`src/hw/rtl/bavf_pkg.sv`:
```
`timescale 1ns / 1ps

package bavf_pkg;

    // Field widths of the request and result channels.
    localparam int PRESSURE_W = 23;
    localparam int TEMP_W     = 16;
    localparam int ELAPSED_W  = 24;
    localparam int RESULT_W   = 32;

    // Sea level pressure in 1/64 Pa.
    localparam logic [PRESSURE_W-1:0] SEA_LEVEL_64THS_PA = 23'd6489600;

    // Shared multiplier operand and product widths.
    localparam int MUL_A_W = 38;
    localparam int MUL_B_W = 24;
    localparam int MUL_P_W = MUL_A_W + MUL_B_W;

    // Shared divider: two quotient bits per cycle.
    localparam int DIV_NUM_W = 54;
    localparam int DIV_DEN_W = 24;
    localparam int DIV_STEPS = DIV_NUM_W / 2;
    localparam int DIV_CNT_W = $clog2(DIV_STEPS);

    // Saturation limits held at the width of the values that sat_s32 takes in.
    localparam int WIDE_W = 56;
    localparam logic signed [WIDE_W-1:0] S32_MAX = 56'sd2147483647;
    localparam logic signed [WIDE_W-1:0] S32_MIN = -56'sd2147483648;

    // Sequencer steps, in the order an item goes through them.
    typedef enum logic [4:0] {
        ST_IDLE,
        ST_Q_DIV,
        ST_Q_WAIT,
        ST_SQ_MUL,
        ST_SQ_CAP,
        ST_CU_MUL,
        ST_CU_CAP,
        ST_CT_MUL,
        ST_CT_DIV,
        ST_CT_WAIT,
        ST_OFS,
        ST_REL,
        ST_ALT,
        ST_DIFF,
        ST_V_MUL,
        ST_V_DIV,
        ST_V_WAIT,
        ST_R1_MUL,
        ST_R1_CAP,
        ST_R2_MUL,
        ST_R2_CAP,
        ST_R_DIV,
        ST_R_WAIT,
        ST_OUT
    } t_state;

    // Clamp a wide signed value to the signed 32 bit range.
    function automatic logic signed [RESULT_W-1:0] sat_s32(input logic signed [WIDE_W-1:0] x);
        logic signed [RESULT_W-1:0] y;
        if (x > S32_MAX) begin
            y = S32_MAX[RESULT_W-1:0];
        end else if (x < S32_MIN) begin
            y = S32_MIN[RESULT_W-1:0];
        end else begin
            y = x[RESULT_W-1:0];
        end
        return y;
    endfunction

    // Magnitude of a signed 32 bit value; the most negative value maps to 2^31.
    function automatic logic [RESULT_W-1:0] abs32(input logic signed [RESULT_W-1:0] x);
        logic [RESULT_W-1:0] y;
        if (x[RESULT_W-1]) begin
            y = $unsigned(-x);
        end else begin
            y = $unsigned(x);
        end
        return y;
    endfunction

endpackage

```
`src/hw/rtl/bavf_stream_if.sv`:
```
`timescale 1ns / 1ps

// Sample request channel: pressure, temperature and elapsed time.
interface bavf_in_if;
    import bavf_pkg::*;

    logic                        valid;
    logic                        ready;
    logic [PRESSURE_W-1:0]       pressure;
    logic signed [TEMP_W-1:0]    temperature;
    logic [ELAPSED_W-1:0]        elapsed_us;

    modport source (output valid, output pressure, output temperature, output elapsed_us,
                    input ready);
    modport sink   (input valid, input pressure, input temperature, input elapsed_us,
                    output ready);
endinterface

// Result channel: filtered altitude, climb rate and the sample's temperature.
interface bavf_out_if;
    import bavf_pkg::*;

    logic                        valid;
    logic                        ready;
    logic signed [RESULT_W-1:0]  altitude;
    logic signed [RESULT_W-1:0]  climb_rate;
    logic signed [TEMP_W-1:0]    temperature_out;

    modport source (output valid, output altitude, output climb_rate, output temperature_out,
                    input ready);
    modport sink   (input valid, input altitude, input climb_rate, input temperature_out,
                    output ready);
endinterface

```
`src/hw/rtl/baro_altitude_velocity_filter_top.sv`:
```
`timescale 1ns / 1ps

// Barometric altitude and climb rate filter.
// i_sample carries one pressure sample (1/64 Pa), its temperature and the
// microseconds since the previous sample; an elapsed time of zero counts as one.
// o_result carries the filtered relative altitude (1/16 cm), the filtered climb
// rate (1/16 cm per second), both saturated to 32 bits, and the temperature.
// One sample is worked on at a time. A sequencer drives a shared 38 x 24 bit
// multiplier and a shared divider that retires two quotient bits per cycle.
// The result is loaded into the output register as the sequencer goes back to
// idle, and the next sample can be taken in the cycle after that. Most of the
// time is spent in the four divider passes.
// While a result waits in the output register, i_sample.ready still accepts the
// next sample; if the receiver is still stalling when that sample is finished,
// the sequencer holds it until the output register is free.
// A synchronous reset clears the altitude offset, both filters and the previous
// altitude to zero and empties the output register.
module baro_altitude_velocity_filter_top (
    input  logic        i_clk,
    input  logic        i_rst_n,
    bavf_in_if.sink     i_sample,
    bavf_out_if.source  o_result
);
    import bavf_pkg::*;

    t_state r_state, n_state;

    // Working registers of the current sample.
    logic [PRESSURE_W-1:0]       r_m, n_m;
    logic                        r_neg, n_neg;
    logic [ELAPSED_W-1:0]        r_dt, n_dt;
    logic signed [TEMP_W-1:0]    r_temp, n_temp;
    logic [PRESSURE_W-1:0]       r_q, n_q;
    logic [29:0]                 r_s, n_s;
    logic [36:0]                 r_c, n_c;
    logic signed [25:0]          r_raw, n_raw;
    logic signed [33:0]          r_rel, n_rel;
    logic                        r_vneg, n_vneg;
    logic [32:0]                 r_md, n_md;
    logic signed [RESULT_W-1:0]  r_v, n_v;
    logic signed [39:0]          r_acc, n_acc;
    logic                        r_rneg, n_rneg;

    // Filter state.
    logic signed [RESULT_W-1:0]  r_ofs, n_ofs;
    logic signed [RESULT_W-1:0]  r_fa, n_fa;
    logic signed [RESULT_W-1:0]  r_prev, n_prev;
    logic signed [RESULT_W-1:0]  r_fr, n_fr;

    // Output register.
    logic                        r_out_valid, n_out_valid;
    logic signed [RESULT_W-1:0]  r_out_alt, n_out_alt;
    logic signed [RESULT_W-1:0]  r_out_rate, n_out_rate;
    logic signed [TEMP_W-1:0]    r_out_temp, n_out_temp;

    // Shared units.
    logic [MUL_A_W-1:0]    mul_a;
    logic [MUL_B_W-1:0]    mul_b;
    logic [MUL_P_W-1:0]    mul_p;
    logic                  div_start;
    logic [DIV_NUM_W-1:0]  div_num;
    logic [DIV_DEN_W-1:0]  div_den;
    logic                  div_done;
    logic [DIV_NUM_W-1:0]  div_quot;

    // Intermediate values.
    logic                        in_gt;
    logic [PRESSURE_W-1:0]       in_m;
    logic [25:0]                 m9;
    logic [25:0]                 lin_sum;
    logic [23:0]                 lin;
    logic [24:0]                 raw_mag;
    logic [MUL_P_W-1:0]          p_rnd;
    logic signed [33:0]          ofs_sum;
    logic signed [33:0]          rel_val;
    logic signed [34:0]          alt_sum;
    logic signed [33:0]          alt_half;
    logic signed [32:0]          diff;
    logic [DIV_NUM_W-1:0]        q_num;
    logic [DIV_NUM_W-1:0]        ct_num;
    logic [DIV_NUM_W-1:0]        v_num;
    logic signed [WIDE_W-1:0]    q_pos;
    logic signed [WIDE_W-1:0]    q_negv;
    logic [39:0]                 acc_abs;
    logic signed [39:0]          p_term;
    logic [RESULT_W-1:0]         fr_abs;
    logic [RESULT_W-1:0]         v_abs;

    bavf_mul u_mul (
        .i_clk (i_clk),
        .i_a   (mul_a),
        .i_b   (mul_b),
        .o_p   (mul_p)
    );

    bavf_div u_div (
        .i_clk   (i_clk),
        .i_rst_n (i_rst_n),
        .i_start (div_start),
        .i_num   (div_num),
        .i_den   (div_den),
        .o_done  (div_done),
        .o_quot  (div_quot)
    );

    // Pressure deficit magnitude and sign.
    assign in_gt = i_sample.pressure > SEA_LEVEL_64THS_PA;
    assign in_m  = in_gt ? (i_sample.pressure - SEA_LEVEL_64THS_PA)
                         : (SEA_LEVEL_64THS_PA - i_sample.pressure);

    // Linear term 9*m/4, rounded half up.
    assign m9      = {3'd0, r_m} + {r_m, 3'd0};
    assign lin_sum = m9 + 26'd2;
    assign lin     = lin_sum[25:2];
    assign raw_mag = {1'b0, div_quot[23:0]} + {1'b0, lin};

    // Q16 rounding of a product before the shift by 16.
    assign p_rnd = mul_p + MUL_P_W'(32768);

    // Dividends for three of the four divider passes; the rate pass forms its own.
    assign q_num  = {21'd0, r_m, 10'd0} + DIV_NUM_W'(500);
    assign ct_num = mul_p[DIV_NUM_W-1:0] + DIV_NUM_W'(3276800);
    assign v_num  = {1'b0, mul_p[46:0], 6'd0} + {31'd0, r_dt[ELAPSED_W-1:1]};

    // Offset, relative altitude and altitude low-pass; halving floors.
    assign ofs_sum  = 34'(r_ofs) + 34'(r_raw);
    assign rel_val  = 34'(r_raw) - 34'(r_ofs);
    assign alt_sum  = 35'(r_fa) + 35'(r_rel);
    assign alt_half = $signed(alt_sum[34:1]);
    assign diff     = 33'(r_fa) - 33'(r_prev);

    // Signed quotients and magnitudes for the rate filter.
    assign q_pos   = $signed({2'b00, div_quot});
    assign q_negv  = -q_pos;
    assign acc_abs = r_acc[39] ? $unsigned(-r_acc) : $unsigned(r_acc);
    assign p_term  = $signed({1'b0, mul_p[38:0]});
    assign fr_abs  = abs32(r_fr);
    assign v_abs   = abs32(r_v);

    // Next state, unit control and datapath updates.
    always_comb begin
        n_state     = r_state;
        n_m         = r_m;
        n_neg       = r_neg;
        n_dt        = r_dt;
        n_temp      = r_temp;
        n_q         = r_q;
        n_s         = r_s;
        n_c         = r_c;
        n_raw       = r_raw;
        n_rel       = r_rel;
        n_vneg      = r_vneg;
        n_md        = r_md;
        n_v         = r_v;
        n_acc       = r_acc;
        n_rneg      = r_rneg;
        n_ofs       = r_ofs;
        n_fa        = r_fa;
        n_prev      = r_prev;
        n_fr        = r_fr;
        n_out_valid = r_out_valid && !o_result.ready;
        n_out_alt   = r_out_alt;
        n_out_rate  = r_out_rate;
        n_out_temp  = r_out_temp;
        mul_a       = '0;
        mul_b       = '0;
        div_start   = 1'b0;
        div_num     = '0;
        div_den     = '0;

        case (r_state)
            ST_IDLE: begin
                if (i_sample.valid) begin
                    n_m     = in_m;
                    n_neg   = in_gt;
                    n_temp  = i_sample.temperature;
                    n_dt    = (i_sample.elapsed_us == '0) ? ELAPSED_W'(1)
                                                          : i_sample.elapsed_us;
                    n_state = ST_Q_DIV;
                end
            end
            // q = m/64000 in Q16.
            ST_Q_DIV: begin
                div_start = 1'b1;
                div_num   = q_num;
                div_den   = DIV_DEN_W'(1000);
                n_state   = ST_Q_WAIT;
            end
            ST_Q_WAIT: begin
                if (div_done) begin
                    n_q     = div_quot[PRESSURE_W-1:0];
                    n_state = ST_SQ_MUL;
                end
            end
            // Square and cube in Q16.
            ST_SQ_MUL: begin
                mul_a   = MUL_A_W'(r_q);
                mul_b   = MUL_B_W'(r_q);
                n_state = ST_SQ_CAP;
            end
            ST_SQ_CAP: begin
                n_s     = p_rnd[45:16];
                n_state = ST_CU_MUL;
            end
            ST_CU_MUL: begin
                mul_a   = MUL_A_W'(r_s);
                mul_b   = MUL_B_W'(r_q);
                n_state = ST_CU_CAP;
            end
            ST_CU_CAP: begin
                n_c     = p_rnd[52:16];
                n_state = ST_CT_MUL;
            end
            // Cube term 13.12 * c / 65536, rounded half up.
            ST_CT_MUL: begin
                mul_a   = MUL_A_W'(r_c);
                mul_b   = MUL_B_W'(1312);
                n_state = ST_CT_DIV;
            end
            ST_CT_DIV: begin
                div_start = 1'b1;
                div_num   = ct_num;
                div_den   = DIV_DEN_W'(6553600);
                n_state   = ST_CT_WAIT;
            end
            ST_CT_WAIT: begin
                if (div_done) begin
                    n_raw   = r_neg ? -$signed({1'b0, raw_mag}) : $signed({1'b0, raw_mag});
                    n_state = ST_OFS;
                end
            end
            ST_OFS: begin
                n_ofs   = ofs_sum[32:1];
                n_state = ST_REL;
            end
            ST_REL: begin
                n_rel   = rel_val;
                n_state = ST_ALT;
            end
            ST_ALT: begin
                n_fa    = sat_s32(WIDE_W'(alt_half));
                n_state = ST_DIFF;
            end
            ST_DIFF: begin
                n_vneg  = diff[32];
                n_md    = diff[32] ? $unsigned(-diff) : $unsigned(diff);
                n_prev  = r_fa;
                n_state = ST_V_MUL;
            end
            // Speed: |diff| * 15625 * 64 / dt, rounded, then saturated.
            ST_V_MUL: begin
                mul_a   = MUL_A_W'(r_md);
                mul_b   = MUL_B_W'(15625);
                n_state = ST_V_DIV;
            end
            ST_V_DIV: begin
                div_start = 1'b1;
                div_num   = v_num;
                div_den   = r_dt;
                n_state   = ST_V_WAIT;
            end
            ST_V_WAIT: begin
                if (div_done) begin
                    n_v     = sat_s32(r_vneg ? q_negv : q_pos);
                    n_state = ST_R1_MUL;
                end
            end
            // Rate filter: (65 * rate + 35 * v) / 100, rounded.
            ST_R1_MUL: begin
                mul_a   = MUL_A_W'(fr_abs);
                mul_b   = MUL_B_W'(65);
                n_state = ST_R1_CAP;
            end
            ST_R1_CAP: begin
                n_acc   = r_fr[RESULT_W-1] ? -p_term : p_term;
                n_state = ST_R2_MUL;
            end
            ST_R2_MUL: begin
                mul_a   = MUL_A_W'(v_abs);
                mul_b   = MUL_B_W'(35);
                n_state = ST_R2_CAP;
            end
            ST_R2_CAP: begin
                n_acc   = r_v[RESULT_W-1] ? (r_acc - p_term) : (r_acc + p_term);
                n_state = ST_R_DIV;
            end
            ST_R_DIV: begin
                div_start = 1'b1;
                div_num   = DIV_NUM_W'(acc_abs) + DIV_NUM_W'(50);
                div_den   = DIV_DEN_W'(100);
                n_rneg    = r_acc[39];
                n_state   = ST_R_WAIT;
            end
            ST_R_WAIT: begin
                if (div_done) begin
                    n_fr    = sat_s32(r_rneg ? q_negv : q_pos);
                    n_state = ST_OUT;
                end
            end
            // Hand the result to the output register once it is free.
            ST_OUT: begin
                if (!r_out_valid || o_result.ready) begin
                    n_out_valid = 1'b1;
                    n_out_alt   = r_fa;
                    n_out_rate  = r_fr;
                    n_out_temp  = r_temp;
                    n_state     = ST_IDLE;
                end
            end
            default: begin
                n_state = ST_IDLE;
            end
        endcase
    end

    // State register.
    always_ff @(posedge i_clk) begin
        if (!i_rst_n) begin
            r_state <= ST_IDLE;
        end else begin
            r_state <= n_state;
        end
    end

    // Filter state and output valid.
    always_ff @(posedge i_clk) begin
        if (!i_rst_n) begin
            r_ofs       <= '0;
            r_fa        <= '0;
            r_prev      <= '0;
            r_fr        <= '0;
            r_out_valid <= 1'b0;
        end else begin
            r_ofs       <= n_ofs;
            r_fa        <= n_fa;
            r_prev      <= n_prev;
            r_fr        <= n_fr;
            r_out_valid <= n_out_valid;
        end
    end

    // Working and output payload registers.
    always_ff @(posedge i_clk) begin
        r_m        <= n_m;
        r_neg      <= n_neg;
        r_dt       <= n_dt;
        r_temp     <= n_temp;
        r_q        <= n_q;
        r_s        <= n_s;
        r_c        <= n_c;
        r_raw      <= n_raw;
        r_rel      <= n_rel;
        r_vneg     <= n_vneg;
        r_md       <= n_md;
        r_v        <= n_v;
        r_acc      <= n_acc;
        r_rneg     <= n_rneg;
        r_out_alt  <= n_out_alt;
        r_out_rate <= n_out_rate;
        r_out_temp <= n_out_temp;
    end

    assign i_sample.ready           = (r_state == ST_IDLE);
    assign o_result.valid           = r_out_valid;
    assign o_result.altitude        = r_out_alt;
    assign o_result.climb_rate      = r_out_rate;
    assign o_result.temperature_out = r_out_temp;

endmodule

```
`src/hw/rtl/bavf_mul.sv`:
```
`timescale 1ns / 1ps

module bavf_mul (
    input  logic                          i_clk,
    input  logic [bavf_pkg::MUL_A_W-1:0]  i_a,
    input  logic [bavf_pkg::MUL_B_W-1:0]  i_b,
    output logic [bavf_pkg::MUL_P_W-1:0]  o_p
);
    import bavf_pkg::*;

    logic [MUL_P_W-1:0] r_p;

    // Unsigned product, registered so the next step starts from a flop.
    always_ff @(posedge i_clk) begin
        r_p <= i_a * i_b;
    end

    assign o_p = r_p;

endmodule

```
`src/hw/rtl/bavf_div.sv`:
```
`timescale 1ns / 1ps

module bavf_div (
    input  logic                            i_clk,
    input  logic                            i_rst_n,
    input  logic                            i_start,
    input  logic [bavf_pkg::DIV_NUM_W-1:0]  i_num,
    input  logic [bavf_pkg::DIV_DEN_W-1:0]  i_den,
    output logic                            o_done,
    output logic [bavf_pkg::DIV_NUM_W-1:0]  o_quot
);
    import bavf_pkg::*;

    logic                  r_busy, n_busy;
    logic                  r_done, n_done;
    logic [DIV_CNT_W-1:0]  r_cnt, n_cnt;
    logic [DIV_NUM_W-1:0]  r_work, n_work;
    logic [DIV_DEN_W-1:0]  r_rem, n_rem;
    logic [DIV_DEN_W-1:0]  r_den, n_den;

    logic [DIV_DEN_W:0]    t1, t2;
    logic                  ge1, ge2;
    logic [DIV_DEN_W-1:0]  rem1, rem2;

    // Two restoring steps per cycle; the numerator shifts out at the top while
    // quotient bits shift in at the bottom.
    assign t1   = {r_rem, r_work[DIV_NUM_W-1]};
    assign ge1  = t1 >= {1'b0, r_den};
    assign rem1 = ge1 ? DIV_DEN_W'(t1 - {1'b0, r_den}) : t1[DIV_DEN_W-1:0];
    assign t2   = {rem1, r_work[DIV_NUM_W-2]};
    assign ge2  = t2 >= {1'b0, r_den};
    assign rem2 = ge2 ? DIV_DEN_W'(t2 - {1'b0, r_den}) : t2[DIV_DEN_W-1:0];

    // Iteration control.
    always_comb begin
        n_busy = r_busy;
        n_done = 1'b0;
        n_cnt  = r_cnt;
        n_work = r_work;
        n_rem  = r_rem;
        n_den  = r_den;
        if (i_start) begin
            n_busy = 1'b1;
            n_cnt  = DIV_CNT_W'(DIV_STEPS - 1);
            n_work = i_num;
            n_rem  = '0;
            n_den  = i_den;
        end else if (r_busy) begin
            n_work = {r_work[DIV_NUM_W-3:0], ge1, ge2};
            n_rem  = rem2;
            n_cnt  = r_cnt - 1'b1;
            if (r_cnt == '0) begin
                n_busy = 1'b0;
                n_done = 1'b1;
            end
        end
    end

    always_ff @(posedge i_clk) begin
        if (!i_rst_n) begin
            r_busy <= 1'b0;
            r_done <= 1'b0;
        end else begin
            r_busy <= n_busy;
            r_done <= n_done;
        end
        r_cnt  <= n_cnt;
        r_work <= n_work;
        r_rem  <= n_rem;
        r_den  <= n_den;
    end

    assign o_done = r_done;
    assign o_quot = r_work;

endmodule

```
`src/flat_wrapper.sv`:
```
// flat-port wrapper written by rule: the top's interface ports become plain ports
module baro_altitude_velocity_filter_top_flat import bavf_pkg::*;
  (i_clk, i_rst_n, i_sample_valid, i_sample_pressure, i_sample_temperature, i_sample_elapsed_us, i_sample_ready, o_result_valid, o_result_altitude, o_result_climb_rate, o_result_temperature_out, o_result_ready);
  bavf_in_if i_sample_i ();
  bavf_out_if o_result_i ();
  input  logic i_clk;
  input  logic i_rst_n;
  input wire logic [$bits(i_sample_i.valid)-1:0] i_sample_valid;
  input wire logic [$bits(i_sample_i.pressure)-1:0] i_sample_pressure;
  input wire logic [$bits(i_sample_i.temperature)-1:0] i_sample_temperature;
  input wire logic [$bits(i_sample_i.elapsed_us)-1:0] i_sample_elapsed_us;
  output wire logic [$bits(i_sample_i.ready)-1:0] i_sample_ready;
  output wire logic [$bits(o_result_i.valid)-1:0] o_result_valid;
  output wire logic [$bits(o_result_i.altitude)-1:0] o_result_altitude;
  output wire logic [$bits(o_result_i.climb_rate)-1:0] o_result_climb_rate;
  output wire logic [$bits(o_result_i.temperature_out)-1:0] o_result_temperature_out;
  input wire logic [$bits(o_result_i.ready)-1:0] o_result_ready;
  assign i_sample_i.valid = i_sample_valid;
  assign i_sample_i.pressure = i_sample_pressure;
  assign i_sample_i.temperature = i_sample_temperature;
  assign i_sample_i.elapsed_us = i_sample_elapsed_us;
  assign i_sample_ready = i_sample_i.ready;
  assign o_result_valid = o_result_i.valid;
  assign o_result_altitude = o_result_i.altitude;
  assign o_result_climb_rate = o_result_i.climb_rate;
  assign o_result_temperature_out = o_result_i.temperature_out;
  assign o_result_i.ready = o_result_ready;
  baro_altitude_velocity_filter_top u_core (.i_clk(i_clk), .i_rst_n(i_rst_n), .i_sample(i_sample_i), .o_result(o_result_i));
endmodule
```
`config.mk`:
```
export PLATFORM = sky130hd
export DESIGN_NAME = baro_altitude_velocity_filter_top_flat
export DESIGN_NICKNAME = d
export VERILOG_FILES = /design/src/hw/rtl/bavf_pkg.sv /design/src/hw/rtl/bavf_stream_if.sv /design/src/hw/rtl/baro_altitude_velocity_filter_top.sv /design/src/hw/rtl/bavf_mul.sv /design/src/hw/rtl/bavf_div.sv /design/src/flat_wrapper.sv
export SDC_FILE = /design/constraint.sdc
export NUM_CORES = 2
export LEC_CHECK = 0
export BUFFER_PORTS_ARGS = -buffer_cell sky130_fd_sc_hd__clkbuf_2
export CAP_MARGIN = 30
export CORE_MARGIN = 2
export CORE_UTILIZATION = 54
export DETAILED_ROUTE_END_ITERATION = 10
export GPL_TIMING_DRIVEN = 0
export MAX_ROUTING_LAYER = met4
export PLACE_DENSITY = 0.77
export SLEW_MARGIN = 20
export SYNTH_ARGS = -nofsm -noshare
export SYNTH_HDL_FRONTEND = slang
export SYNTH_SLANG_ARGS = --single-unit
```
`constraint.sdc`:
```
create_clock -name i_clk -period 25.3 [get_ports i_clk]
set_input_delay 5.06 -clock i_clk [delete_from_list [all_inputs] [get_ports i_clk]]
set_output_delay 5.06 -clock i_clk [all_outputs]
set_load 0.05 [all_outputs]
```
==> reports/metrics.yaml <==
arrival_ns: 12.84
hold_class: "reg -> reg"
relSlewSlack_pct: 27.11
p_leak_uw: 0.03373
required_ns: 25.88
synth_seq_cells: 697
grt.overflow.total: 0
routed_wl_um: 263300
rsz0062_at_grt: "no"
drt_iter0_drc: 7793
slowest_stage: "a31oi_1"
core_um2: 137200
area_growth_pct: 8.953
cts-root-buf: "clkbuf_16"
synth_edf_count: 478
synth_warnings: 0
cts.clk_slew.worst_paths_ns: 0.06
cp-end-kind: "register"
die-area_um2: 140900
crit_type: "reg -> reg"
min_from: "u_core.r_temp[7]"
ioPinCount: 149
ys_types: 95
peakVddDrop_mv: 0.1765
maxCapViolations: 0
fill_cells: 12070
cts_num_sinks: 697
fin_crit_sh_pct: 48.46
crit-reg2reg-launch: "u_core.r_state[0]"
min_period_ns: 12.26
power_density_nw_per_um2: 89.85
numCtsBuffers: 76
slowest_delay_ns: 0.74
antenna_found_initial: 3
grtUsageTotal_pct: 38.16
yosysSeqAreaShare_pct: 25.16
worst_pin_slew_ns: 1.089
fmax_mhz: 81.57
grt_pass1_vias: 65065
dr.pass1.iters: 6
startpoint: "u_core.r_state[0]"
antenna_left: 0
gp_congestion: 1.066
postSynthAreaPerCell_um2: 8.795
io_buffers: 148
synthArstFlopShare_pct: 0
die_h_um: 375.4
cts_buffer_depth: 3
startpoint_type: "register"
hpwl_um: 213600
fin_setup_tns_ns: 0
fin_worst_skew_ns: 0.05591
cp_max_fo: 10
setup_viol: 0
ys.flop_type: "edfxtp_1"
placementRows: 136
cts_resized: 0
vias: 66322
cts_setup_buffers: 0
wl_per_cell_um: 24.57
drc: 0
hold_viol: 0
cts_tree: "built"
netlist_instances: 8469
grt_max_degree: 55
syn_area_um2: 74490
drive_gt1_share_pct: 5.149
via_per_inst: 6.189
htreeDepth: 3
postCtsHoldBufs: 0
clk-insertion-delay-late_ns: 0.70
crit_top_cell: "fa_1"
start_util_pct: 54.31
die_w_um: 375.4
final_nets: 10088
final_util_pct: 59.17
drv_slew: 0
status: "finished clean"
grt_pass1_wl_um: 395100
worst max-delay path, delay by kind of cell (launching register included):
family                   cells  cell delay (ns)
AND/OR/NAND/NOR              7             1.87
AO/OA/AOI/OAI                8             2.57
adder cells (fa/ha/maj)      8             3.90
buffers and inverters       10             3.37
flip-flops                   1             0.29
XOR/XNOR                     1             0.12
cells in the mapped netlist, types with 73 or more instances:
master / count / share of area, %
fa_1: 728 / 20
xnor2_1: 438 / 5.2
o31ai_1: 73 / 0.74
nor3_1: 166 / 1.1
xor2_1: 256 / 3.0
edfxtp_1: 478 / 19
inv_1: 1016 / 5.1
ha_1: 443 / 7.4
dfxtp_1: 219 / 5.9
nor2_1: 716 / 3.6
nand2_1: 975 / 4.9
a21oi_1: 472 / 3.2
nand2b_1: 100 / 0.84
clkbuf_1: 394 / 2.0
nand3_1: 129 / 0.87
or3_1: 92 / 0.77
a21o_1: 124 / 1.2
o21ai_0: 430 / 2.9
flip-flops by register name, summed over array words and instances (netlist names), 26 cells and up:
| register | flops |
|---|---|
| u_core.o_result.climb_rate | 32 |
| u_core.u_div.o_quot | 54 |
| u_core.r_fa | 32 |
| u_core.r_s | 30 |
| u_core.r_raw | 26 |
| u_core.u_mul.o_p | 54 |
| u_core.r_prev | 32 |
| u_core.r_md | 33 |
| u_core.r_c | 37 |
| u_core.r_v | 32 |
| u_core.o_result.altitude | 32 |
| u_core.r_fr | 32 |
| u_core.r_ofs | 32 |
| u_core.r_acc | 40 |
| u_core.r_rel | 33 |
cell usage in the layout (no fill, tap or decap), types with 43 or more instances in the layout:
cell       count
nor2b_1       49
a211oi_1      62
clkbuf_16     76
and2_1        67
o21a_1        46
clkbuf_2     150
a21o_1       124
o21bai_1      71
o31ai_1       72
conb_1       100
nand4_1       61
xnor2_1      438
xor2_1       256
nand2_1      975
a22oi_1       68
nand3_1      129
dfxtp_1      219
or3_1         92
nor3_1       149
ha_1         443
o21ai_0      429
nor4_1        63
edfxtp_1     478
a31oi_1       49
nand2b_1     100
fa_1         728
clkbuf_1     405
a21oi_1      472
nor2_1       716
inv_1       1015
and3_1        43
layout make-up:
type	count	area, µm²	share of cell area (%)
clock inverters	46	493.0	0.6074
repair buffers	205	1299	1.600
well taps	1794	2245	2.766
inverters	1018	3821	4.708
clock buffers	96	2057	2.535
plain buffers	444	1693	2.086
multi-input cells	6408	50790	62.58
flip-flops and latches	697	18740	23.09
diodes	8	20.02	0.02467
where the power goes:
| part | internal, µW | leakage, µW | switching [µW] |
|---|---|---|---|
| Sequential | 1510 | 0.00607 | 286 |
| Combinational | 1620 | 0.0264 | 2720 |
| Clock | 630 | 0.00123 | 527 |
metrics by stage:
step	hold slack [ns]	power (µW)	instances	instance area, µm²	setup slack [ns]
5_1_grt	0.4239	7697	10709	81140	12.74
2_1_floorplan	0.4003	4709	8567	74850	15.93
6_report	0.4179	7292	10716	81160	13.04
3_3_place_gp	0.4014	5866	10509	77840	12.77
3_5_place_dp	0.4045	5968	10564	78560	13.33
4_1_cts	0.4189	7147	10706	81110	13.28
logic make-up (layout without fill, tap and decap cells):
family,Yosys count,count (layout),synth area share [%]
AO/OA/AOI/OAI,1741,1741,15.02
XOR/XNOR,694,694,8.160
adder cells (fa/ha/maj),1199,1199,27.38
buffers and inverters,1462,1809,7.398
flip-flops,697,697,25.16
multiplexers,39,39,0.5442
other,2,108,0.01008
AND/OR/NAND/NOR,2635,2635,16.33
path summary, 6_finish.rpt:
check,endpoint,slack (ns),cells past startpoint
max,u_core.u_mul.o_p[53],13.04,34
min,u_core.o_result.temperature_out[7],0.42,0
max reg2reg,u_core.u_mul.o_p[53],13.04,34
min reg2reg,u_core.o_result.temperature_out[7],0.42,0
per-layer routing:
layer / global-route usage [%] / part of all wire (%)
met5: - / 0
met4: 21.88 / 7.2
met3: 8.294 / 11
met2: 57.51 / 44
met1: 47.52 / 38
Power figures use the tool's default switching activity.
